## src/tfd_pkg.sv

```systemverilog
package tfd_pkg;

  localparam logic [7:0] FRAME_OPEN = 8'h3C;
  localparam logic [7:0] TYPE_BOOL  = 8'h62;
  localparam logic [7:0] TYPE_INT   = 8'h69;
  localparam logic [7:0] TYPE_FLOAT = 8'h66;
  localparam logic [7:0] TYPE_DBL   = 8'h64;

  localparam logic [1:0] KIND_BOOL  = 2'd0;
  localparam logic [1:0] KIND_INT   = 2'd1;
  localparam logic [1:0] KIND_FLOAT = 2'd2;
  localparam logic [1:0] KIND_DBL   = 2'd3;

  typedef struct packed {
    logic        sum_ok;
    logic [31:0] stamp;
    logic [55:0] tag_text;
    logic [1:0]  kind;
    logic [63:0] payload;
  } frame_t;

  typedef struct packed {
    logic at_end;
  } parse_status_t;

  // true where a data byte at this position is stored for the given kind
  function automatic logic byte_kept(input logic [1:0] kind, input logic [2:0] idx);
    logic kept;
    case (kind)
      KIND_BOOL: kept = (idx == 3'd0);
      KIND_DBL:  kept = 1'b1;
      default:   kept = ~idx[2];
    endcase
    return kept;
  endfunction

endpackage

```

## src/tfd_ifs.sv

```systemverilog
interface tfd_byte_if;
  logic       valid;
  logic       ready;
  logic [7:0] rx_byte;

  modport source(output valid, output rx_byte, input ready);
  modport sink(input valid, input rx_byte, output ready);
endinterface

interface tfd_frame_if;
  logic        valid;
  logic        ready;
  logic        sum_ok;
  logic [31:0] stamp;
  logic [55:0] tag_text;
  logic [1:0]  kind;
  logic [63:0] payload;

  modport source(output valid, output sum_ok, output stamp, output tag_text,
                 output kind, output payload, input ready);
  modport sink(input valid, input sum_ok, input stamp, input tag_text,
               input kind, input payload, output ready);
endinterface

```

## src/tfd_parse.sv

```systemverilog
module tfd_parse (
  input  logic                   clk,
  input  logic                   rst,
  input  logic                   accept,
  input  logic [7:0]             rx_byte,
  output tfd_pkg::parse_status_t status,
  output logic                   res_valid,
  output tfd_pkg::frame_t        res
);

  typedef enum logic [3:0] {
    PH_HUNT  = 4'd0,
    PH_CSUM  = 4'd1,
    PH_STAMP = 4'd2,
    PH_TAG   = 4'd3,
    PH_TYPE  = 4'd4,
    PH_DATA  = 4'd5,
    PH_END   = 4'd6
  } phase_t;

  phase_t      phase, phase_next;
  logic [2:0]  byte_index, byte_index_next;
  logic [15:0] rx_sum, rx_sum_next;
  logic [15:0] calc_sum, calc_sum_next;
  logic [31:0] stamp_reg, stamp_reg_next;
  logic [55:0] tag_reg, tag_reg_next;
  logic [1:0]  kind_reg, kind_reg_next;
  logic [63:0] value_reg, value_reg_next;
  logic [15:0] sum_add;

  assign sum_add = calc_sum + {8'd0, rx_byte};

  always_comb begin
    phase_next      = phase;
    byte_index_next = byte_index;
    rx_sum_next     = rx_sum;
    calc_sum_next   = calc_sum;
    stamp_reg_next  = stamp_reg;
    tag_reg_next    = tag_reg;
    kind_reg_next   = kind_reg;
    value_reg_next  = value_reg;
    if (accept) begin
      unique case (phase)
        PH_CSUM: begin
          rx_sum_next[byte_index[0]*8 +: 8] = rx_byte;
          if (byte_index[0]) begin
            byte_index_next = 3'd0;
            phase_next      = PH_STAMP;
          end else begin
            byte_index_next = byte_index + 3'd1;
          end
        end
        PH_STAMP: begin
          calc_sum_next = sum_add;
          stamp_reg_next[byte_index[1:0]*8 +: 8] = rx_byte;
          if (byte_index[1:0] == 2'd3) begin
            byte_index_next = 3'd0;
            phase_next      = PH_TAG;
          end else begin
            byte_index_next = byte_index + 3'd1;
          end
        end
        PH_TAG: begin
          calc_sum_next = sum_add;
          if (byte_index != 3'd7) tag_reg_next[byte_index*8 +: 8] = rx_byte;
          if (byte_index >= 3'd6) begin
            byte_index_next = 3'd0;
            phase_next      = PH_TYPE;
          end else begin
            byte_index_next = byte_index + 3'd1;
          end
        end
        PH_TYPE: begin
          calc_sum_next = sum_add;
          // unknown type bytes are summed and the phase waits for another
          if (rx_byte == tfd_pkg::TYPE_BOOL || rx_byte == tfd_pkg::TYPE_INT ||
              rx_byte == tfd_pkg::TYPE_FLOAT || rx_byte == tfd_pkg::TYPE_DBL) begin
            phase_next      = PH_DATA;
            byte_index_next = 3'd0;
            value_reg_next  = '0;
            case (rx_byte)
              tfd_pkg::TYPE_BOOL:  kind_reg_next = tfd_pkg::KIND_BOOL;
              tfd_pkg::TYPE_INT:   kind_reg_next = tfd_pkg::KIND_INT;
              tfd_pkg::TYPE_FLOAT: kind_reg_next = tfd_pkg::KIND_FLOAT;
              default:             kind_reg_next = tfd_pkg::KIND_DBL;
            endcase
          end
        end
        PH_DATA: begin
          calc_sum_next = sum_add;
          if (tfd_pkg::byte_kept(kind_reg, byte_index))
            value_reg_next[byte_index*8 +: 8] = rx_byte;
          if (byte_index == 3'd7) begin
            byte_index_next = 3'd0;
            phase_next      = PH_END;
          end else begin
            byte_index_next = byte_index + 3'd1;
          end
        end
        PH_END: begin
          // closing byte is not checked and not summed
          phase_next      = PH_HUNT;
          byte_index_next = 3'd0;
          calc_sum_next   = '0;
        end
        default: begin
          if (rx_byte == tfd_pkg::FRAME_OPEN) begin
            phase_next      = PH_CSUM;
            byte_index_next = 3'd0;
            rx_sum_next     = '0;
            calc_sum_next   = '0;
            stamp_reg_next  = '0;
            tag_reg_next    = '0;
            value_reg_next  = '0;
          end else begin
            phase_next = PH_HUNT;
          end
        end
      endcase
    end
  end

  always_ff @(posedge clk) begin
    if (rst) begin
      phase      <= PH_HUNT;
      byte_index <= 3'd0;
      calc_sum   <= '0;
      kind_reg   <= '0;
    end else begin
      phase      <= phase_next;
      byte_index <= byte_index_next;
      calc_sum   <= calc_sum_next;
      kind_reg   <= kind_reg_next;
    end
    rx_sum    <= rx_sum_next;
    stamp_reg <= stamp_reg_next;
    tag_reg   <= tag_reg_next;
    value_reg <= value_reg_next;
  end

  assign status.at_end = (phase == PH_END);
  assign res_valid     = accept && (phase == PH_END);
  assign res.sum_ok    = (rx_sum == calc_sum);
  assign res.stamp     = stamp_reg;
  assign res.tag_text  = tag_reg;
  assign res.kind      = kind_reg;
  assign res.payload   = value_reg;

  a_end_clears_sum: assert property (@(posedge clk) disable iff (rst)
    accept && phase == PH_END |=> phase == PH_HUNT && calc_sum == 16'd0)
    else $error("closing beat did not return to hunting with a cleared sum");

  a_stray_dropped: assert property (@(posedge clk) disable iff (rst)
    accept && phase == PH_HUNT && rx_byte != tfd_pkg::FRAME_OPEN |=> phase == PH_HUNT)
    else $error("stray beat while hunting left the hunt");

  a_tag_index: assert property (@(posedge clk) disable iff (rst)
    phase == PH_TAG |-> byte_index != 3'd7)
    else $error("tag byte position out of range");

endmodule

```

## src/tfd_out_reg.sv

```systemverilog
module tfd_out_reg (
  input  logic            clk,
  input  logic            rst,
  input  logic            load,
  input  tfd_pkg::frame_t din,
  output logic            full,
  tfd_frame_if.source     frame
);

  tfd_pkg::frame_t data;
  logic            valid;

  always_ff @(posedge clk) begin
    if (rst) begin
      valid <= 1'b0;
    end else if (load) begin
      valid <= 1'b1;
    end else if (frame.ready) begin
      valid <= 1'b0;
    end
    if (load) data <= din;
  end

  assign full           = valid;
  assign frame.valid    = valid;
  assign frame.sum_ok   = data.sum_ok;
  assign frame.stamp    = data.stamp;
  assign frame.tag_text = data.tag_text;
  assign frame.kind     = data.kind;
  assign frame.payload  = data.payload;

endmodule

```

## src/telemetry_frame_deframer_core.sv

```systemverilog
// result path: a frame result is loaded into the output register on its closing byte beat and shows in the cycle after
// throughput: one byte per cycle; the parser state registers take a beat every cycle
// the only stall is a closing byte meeting a result still held in the output register
// reset (synchronous, rst high): parser hunts for the start byte, output register empty
module telemetry_frame_deframer_core (
  input logic         clk,
  input logic         rst,
  tfd_byte_if.sink    rx,
  tfd_frame_if.source frame
);

  tfd_pkg::parse_status_t status;
  tfd_pkg::frame_t        res;
  logic                   res_valid;
  logic                   full;
  logic                   accept;

  // only the closing byte needs room in the output register
  assign rx.ready = !(status.at_end && full && !frame.ready);
  assign accept   = rx.valid && rx.ready;

  tfd_parse u_parse (
    .clk       (clk),
    .rst       (rst),
    .accept    (accept),
    .rx_byte   (rx.rx_byte),
    .status    (status),
    .res_valid (res_valid),
    .res       (res)
  );

  tfd_out_reg u_out (
    .clk   (clk),
    .rst   (rst),
    .load  (res_valid),
    .din   (res),
    .full  (full),
    .frame (frame)
  );

endmodule

```

## src/flat_wrapper.sv

```systemverilog
// flat-port wrapper written by rule: the top's interface ports become plain ports
module telemetry_frame_deframer_core_flat 
  (clk, rst, rx_valid, rx_rx_byte, rx_ready, frame_valid, frame_sum_ok, frame_stamp, frame_tag_text, frame_kind, frame_payload, frame_ready);
  tfd_byte_if rx_i ();
  tfd_frame_if frame_i ();
  input logic clk;
  input logic rst;
  input wire logic [$bits(rx_i.valid)-1:0] rx_valid;
  input wire logic [$bits(rx_i.rx_byte)-1:0] rx_rx_byte;
  output wire logic [$bits(rx_i.ready)-1:0] rx_ready;
  output wire logic [$bits(frame_i.valid)-1:0] frame_valid;
  output wire logic [$bits(frame_i.sum_ok)-1:0] frame_sum_ok;
  output wire logic [$bits(frame_i.stamp)-1:0] frame_stamp;
  output wire logic [$bits(frame_i.tag_text)-1:0] frame_tag_text;
  output wire logic [$bits(frame_i.kind)-1:0] frame_kind;
  output wire logic [$bits(frame_i.payload)-1:0] frame_payload;
  input wire logic [$bits(frame_i.ready)-1:0] frame_ready;
  assign rx_i.valid = rx_valid;
  assign rx_i.rx_byte = rx_rx_byte;
  assign rx_ready = rx_i.ready;
  assign frame_valid = frame_i.valid;
  assign frame_sum_ok = frame_i.sum_ok;
  assign frame_stamp = frame_i.stamp;
  assign frame_tag_text = frame_i.tag_text;
  assign frame_kind = frame_i.kind;
  assign frame_payload = frame_i.payload;
  assign frame_i.ready = frame_ready;
  telemetry_frame_deframer_core u_core (.clk(clk), .rst(rst), .rx(rx_i), .frame(frame_i));
endmodule
```

## config.mk

```make
export PLATFORM = sky130hd
export DESIGN_NAME = telemetry_frame_deframer_core_flat
export DESIGN_NICKNAME = d
export VERILOG_FILES = /design/src/tfd_pkg.sv /design/src/tfd_ifs.sv /design/src/tfd_parse.sv /design/src/tfd_out_reg.sv /design/src/telemetry_frame_deframer_core.sv /design/src/flat_wrapper.sv
export SDC_FILE = /design/constraint.sdc
export NUM_CORES = 1
export LEC_CHECK = 0
export ABC_AREA = 0
export BUFFER_PORTS_ARGS = -buffer_cell sky130_fd_sc_hd__buf_2
export CAP_MARGIN = 40
export CORE_MARGIN = 2
export CORE_UTILIZATION = 53
export CTS_CLUSTER_DIAMETER = 80
export DETAILED_ROUTE_END_ITERATION = 16
export PLACE_DENSITY = 0.74
export SYNTH_ARGS = -nofsm -noshare
export SYNTH_HDL_FRONTEND = slang
export SYNTH_SLANG_ARGS = --single-unit
export TNS_END_PERCENT = 10
```

## constraint.sdc

```tcl
create_clock -name clk -period 9.9 [get_ports clk]
set_clock_uncertainty 0.05 [all_clocks]
set_input_delay 0.99 -clock clk [delete_from_list [all_inputs] [get_ports clk]]
set_output_delay 0.99 -clock clk [all_outputs]
set_load 0.02 [all_outputs]
```

==> reports/metrics.csv, run 1 <==
metric,value,unit
Synth Area per Inst,12.8,sq um
IO Count,169,
cell with the most instances after synthesis,edfxtp_1,
clock net sink count,348,
worst path required time,10200,ps
Port Buffers,168,
Cell variety after synth,65,
RSZ-0062 raised after global routing,false,
Mapped Cells,1122,
#FFs+latches synth,348,
sequential share of the synthesized area,71.3,%
worst-path maximum fanout,17,
clock tree from TritonCTS,yes,
CTS Buf Count,35,
postcts setup bufs,0,
Hold Fails Final Rpt,0,
Leak,5.94,nW
Pins Over Slew Limit,0,
Area Overhead vs Synth,16.3,%
CP Class,flip-flop to flip-flop,
"EDFF count, synth",323,
Hold Crit Class,flip-flop to flip-flop,
Core ar.,0.0267,sq mm
setup violators final,0,
drc violations,0,
worst endpoint data arrival time,3700,ps
Final Core Density,62.2,%
gr ovfl total,0,
CTS Buffer Depth,3,
via count,9563,
Final HPWL DP,22100,um
Initial Util,53.5,%
insertion delay to the later sink of the worst-skew pair,520,ps
hold path start,u_core.u_parse.stamp_reg[8]$_SDFFCE_PN0P_,
Die Footprint,0.0283,sq mm
share of the synthesized area in the top cell type,67.8,%
Clock transition at path regs,60,ps
"FFs w/ async S/R, synth",0,%
area of the mapped netlist,0.0143,sq mm
Slew @ Worst Pin,866,ps
"Top FF cell, synth",edfxtp_1,
first-pass GRT wire length,51000,um
Critical Path Start,u_core.u_parse.byte_index[0]$_SDFFE_PP0P_,
Syn. warnings,0,
setup TNS,0,ps
Vias/cell,5.79,
VDD IR max,0.108,mV
GP Congestion,0.875,
worst slack at placement,6370,ps
top cells by instance count after synthesis,"edfxtp_1 (323), nand2_1 (184), a21oi_1 (179)",
wire length per cell,20.1,um
Initial DRC Count,897,
CP Capture Type,flip-flop,
Mapped Nets,1154,
drt pass-1 iters,5,
Max-cap violations,0,
"area leader, netlist",edfxtp_1,
remaining antenna violation count,0,
setup ws final,6500,ps
status,"finished, final reports clean",
reg-to-reg startpoint,u_core.u_parse.byte_index[0]$_SDFFE_PP0P_,
cts hold-fix bufs,0,
min Tclk post-route,3400,ps
CTS-repair resized insts,0,
Fmax,294,MHz
Synth area leaders,"edfxtp_1 (68%), a21oi_1 (6.3%), nand2_1 (4.8%)",
n_diodes,0,
H-tree Lvls,2,
CTS root buf,clkbuf_16,
Power Total,2.86,mW
number of global-route vias before repair,9049,
row cnt,60,
Area after DPL,0.0156,sq mm
FILL cells,2082,
share of cells above drive strength 1,18.7,%
cell area after layout,0.0166,sq mm
nets@finish,1318,
Global Route Usage Sum,23.1,%
total wire length,33200,um
Relative slew margins,42.2,%
die width,168,um
Setup crit start kind,flip-flop,
Final Cycle Share,34.3,%
initial antenna violation count,0,
pwr/cell area,172,mW/mm^2
Die H,168,um
pin count of the biggest net entering global routing,65,
layout by cell type, fill, tap and decap left out, drive strengths merged, types with 4 or more instances in the layout:
cell / instances
buf: 183
mux2i: 10
nand3: 17
dfxtp: 25
o21ai: 11
clkbuf: 50
and3: 11
and2: 4
nand4: 11
xnor2: 17
or3: 7
o31ai: 6
ha: 19
clkinv: 11
nand2: 185
a21oi: 179
inv: 20
nor2b: 40
nor3b: 10
nor2: 85
or4: 7
nor3: 8
nor4: 5
nand2b: 6
edfxtp: 323
o211ai: 5
a21boi: 9
and4bb: 4
worst paths after layout:
path | cells past startpoint | slack, ps | end
max | 8 | 6500 | u_core.u_parse.value_reg[53]$_SDFFCE_PN0P_
min | 0 | 390 | u_core.u_out.frame.stamp[8]$_DFFE_PP_
max reg2reg | 8 | 6500 | u_core.u_parse.value_reg[53]$_SDFFCE_PN0P_
min reg2reg | 0 | 390 | u_core.u_out.frame.stamp[8]$_DFFE_PP_
cell families (layout without fill, tap and decap cells):
kind of cell / count (synthesis) / in the layout / share of synthesized area, %
AOI/OAI and AO/OA: 238 / 238 / 9.37
xor gates and xnor gates: 18 / 18 / 1.10
adders and majority gates: 20 / 20 / 1.80
buffers and inverters: 77 / 266 / 2.18
DFF: 348 / 348 / 71.3
muxes: 11 / 11 / 0.778
and+or+nand+nor: 410 / 410 / 13.5
layout make-up:
type | instances | area [sq um] | share of cell area (%)
clock buffer | 50 | 963 | 5.79
tap | 341 | 427 | 2.56
multi-input combinational | 697 | 3840 | 23.1
timing repair buffer | 183 | 1020 | 6.12
inverter | 21 | 78.8 | 0.474
clock inverter | 12 | 106 | 0.639
sequential | 348 | 10200 | 61.3
critical path, stage by stage (launching register included):
cell and delay (ps):
dfxtp_1 330, clkinv_1 300, ha_1 500, ha_1 360
inv_1 160, nand3_1 500, nor2_1 660, nand2_1 170
a21oi_1 190
power by group:
part | total (mW) | internal, mW | leakage [nW] | switching [mW]
logic | 0.0385 | 0.0118 | 2.27 | 0.0267
registers | 1.58 | 1.58 | 3.15 | 0.000634
clock network | 1.24 | 0.709 | 0.517 | 0.534
total | 2.86 | 2.30 | 5.94 | 0.561
stage by stage:
| stage | std cells | hold slack (ps) |
|---|---|---|
| floorplan | 1122 | 368 |
| global placement | 1584 | 376 |
| detailed placement | 1590 | 375 |
| CTS | 1652 | 397 |
| global route | 1652 | 409 |
| finish | 1652 | 394 |
per-layer routing:
metal / GRT usage [%] / up-vias / wire [um] / part of all wire [%]
met5: 0 / - / 0 / 0
met4: 8.81 / 0 / 1160 / 3.5
met3: 4.00 / 76 / 2440 / 7.3
met2: 37.0 / 434 / 15800 / 47
met1: 32.1 / 4608 / 13800 / 42
li1: - / 4445 / - / -
(Power assumes the default switching activity.)
==> inputs of run 2 (changes only) <==
Settings changed: ABC_AREA 0 to 1, PLACE_DENSITY 0.74 to 0.73.
Clock period 9.9 ns to 3.4 ns, I/O delays scaled along.
==> reports/metrics.csv, run 2 <==
metric,value,unit,change
status,"finished, final reports clean",,
Die Footprint,0.0287,sq mm,+1.3%
setup violators final,0,,unchanged
Hold Fails Final Rpt,0,,unchanged
Area after DPL,0.0158,sq mm,+1.8%
Max-cap violations,0,,unchanged
CP Class,flip-flop to flip-flop,,
insertion delay to the later sink of the worst-skew pair,520,ps,about the same
hold path start,rst,,
most frequent cells in the layout,"nand2_1 (342), edfxtp_1 (323), buf_2 (168)",,
Setup crit start kind,flip-flop,,
"FFs w/ async S/R, synth",0,%,unchanged
Relative slew margins,50.6,%,+8.4 points
VDD IR max,0.420,mV,+290%
#FFs+latches synth,348,,unchanged
Hold Path Depth,2,,+2
"Top FF cell, synth",edfxtp_1,,
wire length per cell,18.2,um,-9.6%
Final Cycle Share,76.8,%,+42 points
via count,9906,,+3.6%
CTS Buffer Depth,3,,unchanged
nets@finish,1490,,+13%
drc violations,0,,unchanged
worst path required time,3600,ps,-6600 ps
Area Overhead vs Synth,16.9,%,
postcts setup bufs,0,,unchanged
reg-to-reg startpoint,u_core.u_parse.phase[0]$_SDFFE_PP0P_,,
Pins Over Slew Limit,0,,unchanged
R2R Setup Slk,790,ps,-5710 ps
Final Core Density,63.1,%,+0.84 points
min Tclk post-route,2610,ps,-789 ps
initial antenna violation count,0,,unchanged
Die H,169,um,+0.67%
drt pass-1 iters,5,,unchanged
Initial DRC Count,926,,+3.2%
Worst R2R End,u_core.u_parse.tag_reg[34]$_SDFFCE_PN0P_,,
clock net sink count,348,,unchanged
Power Total,12.0,mW,+320%
cell with the most instances after synthesis,nand2_1,,
H-tree Lvls,2,,unchanged
pwr/cell area,705,mW/mm^2,+310%
Clock transition at path regs,60,ps,about the same
"EDFF count, synth",323,,unchanged
total wire length,33100,um,-0.21%
Initial Util,54.0,%,+0.43 points
"area leader, netlist",edfxtp_1,,
Global Route Usage Sum,22.9,%,-0.27 points
number of global-route vias before repair,9439,,+4.3%
IO Count,169,,unchanged
Synth area leaders,"edfxtp_1 (67%), nand2_1 (8.9%), a21oi_1 (5.2%)",,
Hold Path End,u_core.u_parse.calc_sum[5]$_SDFFE_PP0P_,,
Slew @ Worst Pin,741,ps,-125 ps
Port Buffers,168,,unchanged
sequential share of the synthesized area,70.3,%,-0.97 points
share of the synthesized area in the top cell type,66.9,%,-0.92 points
Syn. warnings,0,,unchanged
Final HPWL DP,23400,um,+5.9%
Leak,6.66,nW,+12%
first-pass GRT wire length,51100,um,+0.30%
top cells by instance count after synthesis,"nand2_1 (344), edfxtp_1 (323), a21oi_1 (151)",,
"most common cell after layout, fill and taps aside",nand2_1,,
gr ovfl total,0,,unchanged
Hold Crit Class,primary input to flip-flop,,
row cnt,60,,unchanged
Cell variety after synth,44,,-32%
clock tree from TritonCTS,yes,,
die width,169,um,+0.67%
R2R cell count,9,,+1
cell area after layout,0.0170,sq mm,+1.9%
share of cells above drive strength 1,18.9,%,+0.21 points
Vias/cell,5.43,,-6.1%
CTS-repair resized insts,0,,unchanged
CTS Buf Count,35,,unchanged
CTS root buf,clkbuf_16,,
worst endpoint data arrival time,2810,ps,-890 ps
area of the mapped netlist,0.0145,sq mm,+1.4%
RSZ-0062 raised after global routing,false,,
CP Capture Type,flip-flop,,
pin count of the biggest net entering global routing,63,,-3.1%
Synth Area per Inst,11.4,sq um,-10%
remaining antenna violation count,0,,unchanged
Fmax,383,MHz,+30%
cts hold-fix bufs,0,,unchanged
worst-path maximum fanout,35,,+18
Mapped Cells,1270,,+13%
GP Congestion,0.931,,+6.4%
Core ar.,0.0269,sq mm,+0.56%
n_diodes,0,,unchanged
Mapped Nets,1302,,+13%
run 2: power breakdown:
| group | switching, mW | internal [mW] | leakage (nW) | total (mW) |
|---|---|---|---|---|
| sequential | 0.240 | 5.16 | 3.13 | 5.40 |
| combinational | 2.00 | 0.787 | 2.99 | 2.79 |
| clock | 1.56 | 2.21 | 0.534 | 3.77 |
| total | 3.80 | 8.15 | 6.66 | 12.0 |
run 2: worst max path at each step:
stage | cells past startpoint | from | endpoint | slack, ps
finish | 9 | u_core.u_parse.phase[0]$_SDFFE_PP0P_ | u_core.u_parse.tag_reg[34]$_SDFFCE_PN0P_ | 790
floorplan | 7 | u_core.u_parse.phase[2]$_SDFFE_PP0P_ | u_core.u_out.frame.kind[0]$_DFFE_PP_ | -500
global route | 9 | u_core.u_parse.phase[0]$_SDFFE_PP0P_ | u_core.u_parse.tag_reg[37]$_SDFFCE_PN0P_ | 630
CTS | 9 | u_core.u_parse.phase[0]$_SDFFE_PP0P_ | u_core.u_parse.tag_reg[35]$_SDFFCE_PN0P_ | 830
global placement | 9 | u_core.u_parse.phase[0]$_SDFFE_PP0P_ | u_core.u_parse.tag_reg[33]$_SDFFCE_PN0P_ | 880
detailed placement | 9 | u_core.u_parse.phase[0]$_SDFFE_PP0P_ | u_core.u_parse.tag_reg[33]$_SDFFCE_PN0P_ | 850
run 2: metal layers:
| metal | part of all wire, % | global-route usage [%] | vias to the layer above |
|---|---|---|---|
| met1 | 43 | 32.4 | 4744 |
| met5 | 0 | 0 | - |
| met4 | 2.4 | 6.91 | 0 |
| met2 | 48 | 36.9 | 367 |
| li1 | - | - | 4739 |
| met3 | 7.2 | 3.66 | 56 |
run 2: metrics by stage:
stage	setup TNS [ps]	hold WS (ps)	worst slack (ps)	instances
floorplan	-77030	377	-496	1270
global placement	0	385	878	1762
detailed placement	0	382	847	1762
CTS	0	43.4	826	1823
global route	0	64.2	634	1823
finish	0	54.8	789	1823
run 2: worst max-delay path: stages, from the launching register on:
cell	delay, ps
dfxtp_1	550
nand2_1	180
nor2_1	350
clkinv_1	210
buf_4	290
nand2_1	110
o21ai_0	80
nand3_1	90
inv_2	160
buf_12	230
run 2: logic make-up after synthesis:
group | share of synthesized area, %
adder cells (fa/ha/maj) | 1.78
AO/OA/AOI/OAI | 7.44
buffers and inverters | 3.87
XOR/XNOR | 0.785
AND/OR/NAND/NOR | 15.8
flip-flops | 70.3
run 2: area by class of cell:
| class | count | area, sq um |
|---|---|---|
| clock buffers | 43 | 906 |
| clock inverters | 18 | 209 |
| fillers | 2115 | 9920 |
| inverters | 101 | 385 |
| multi-input cells | 786 | 3800 |
| flip-flops and latches | 348 | 10200 |
| well taps | 341 | 427 |
| repair buffers | 186 | 1030 |
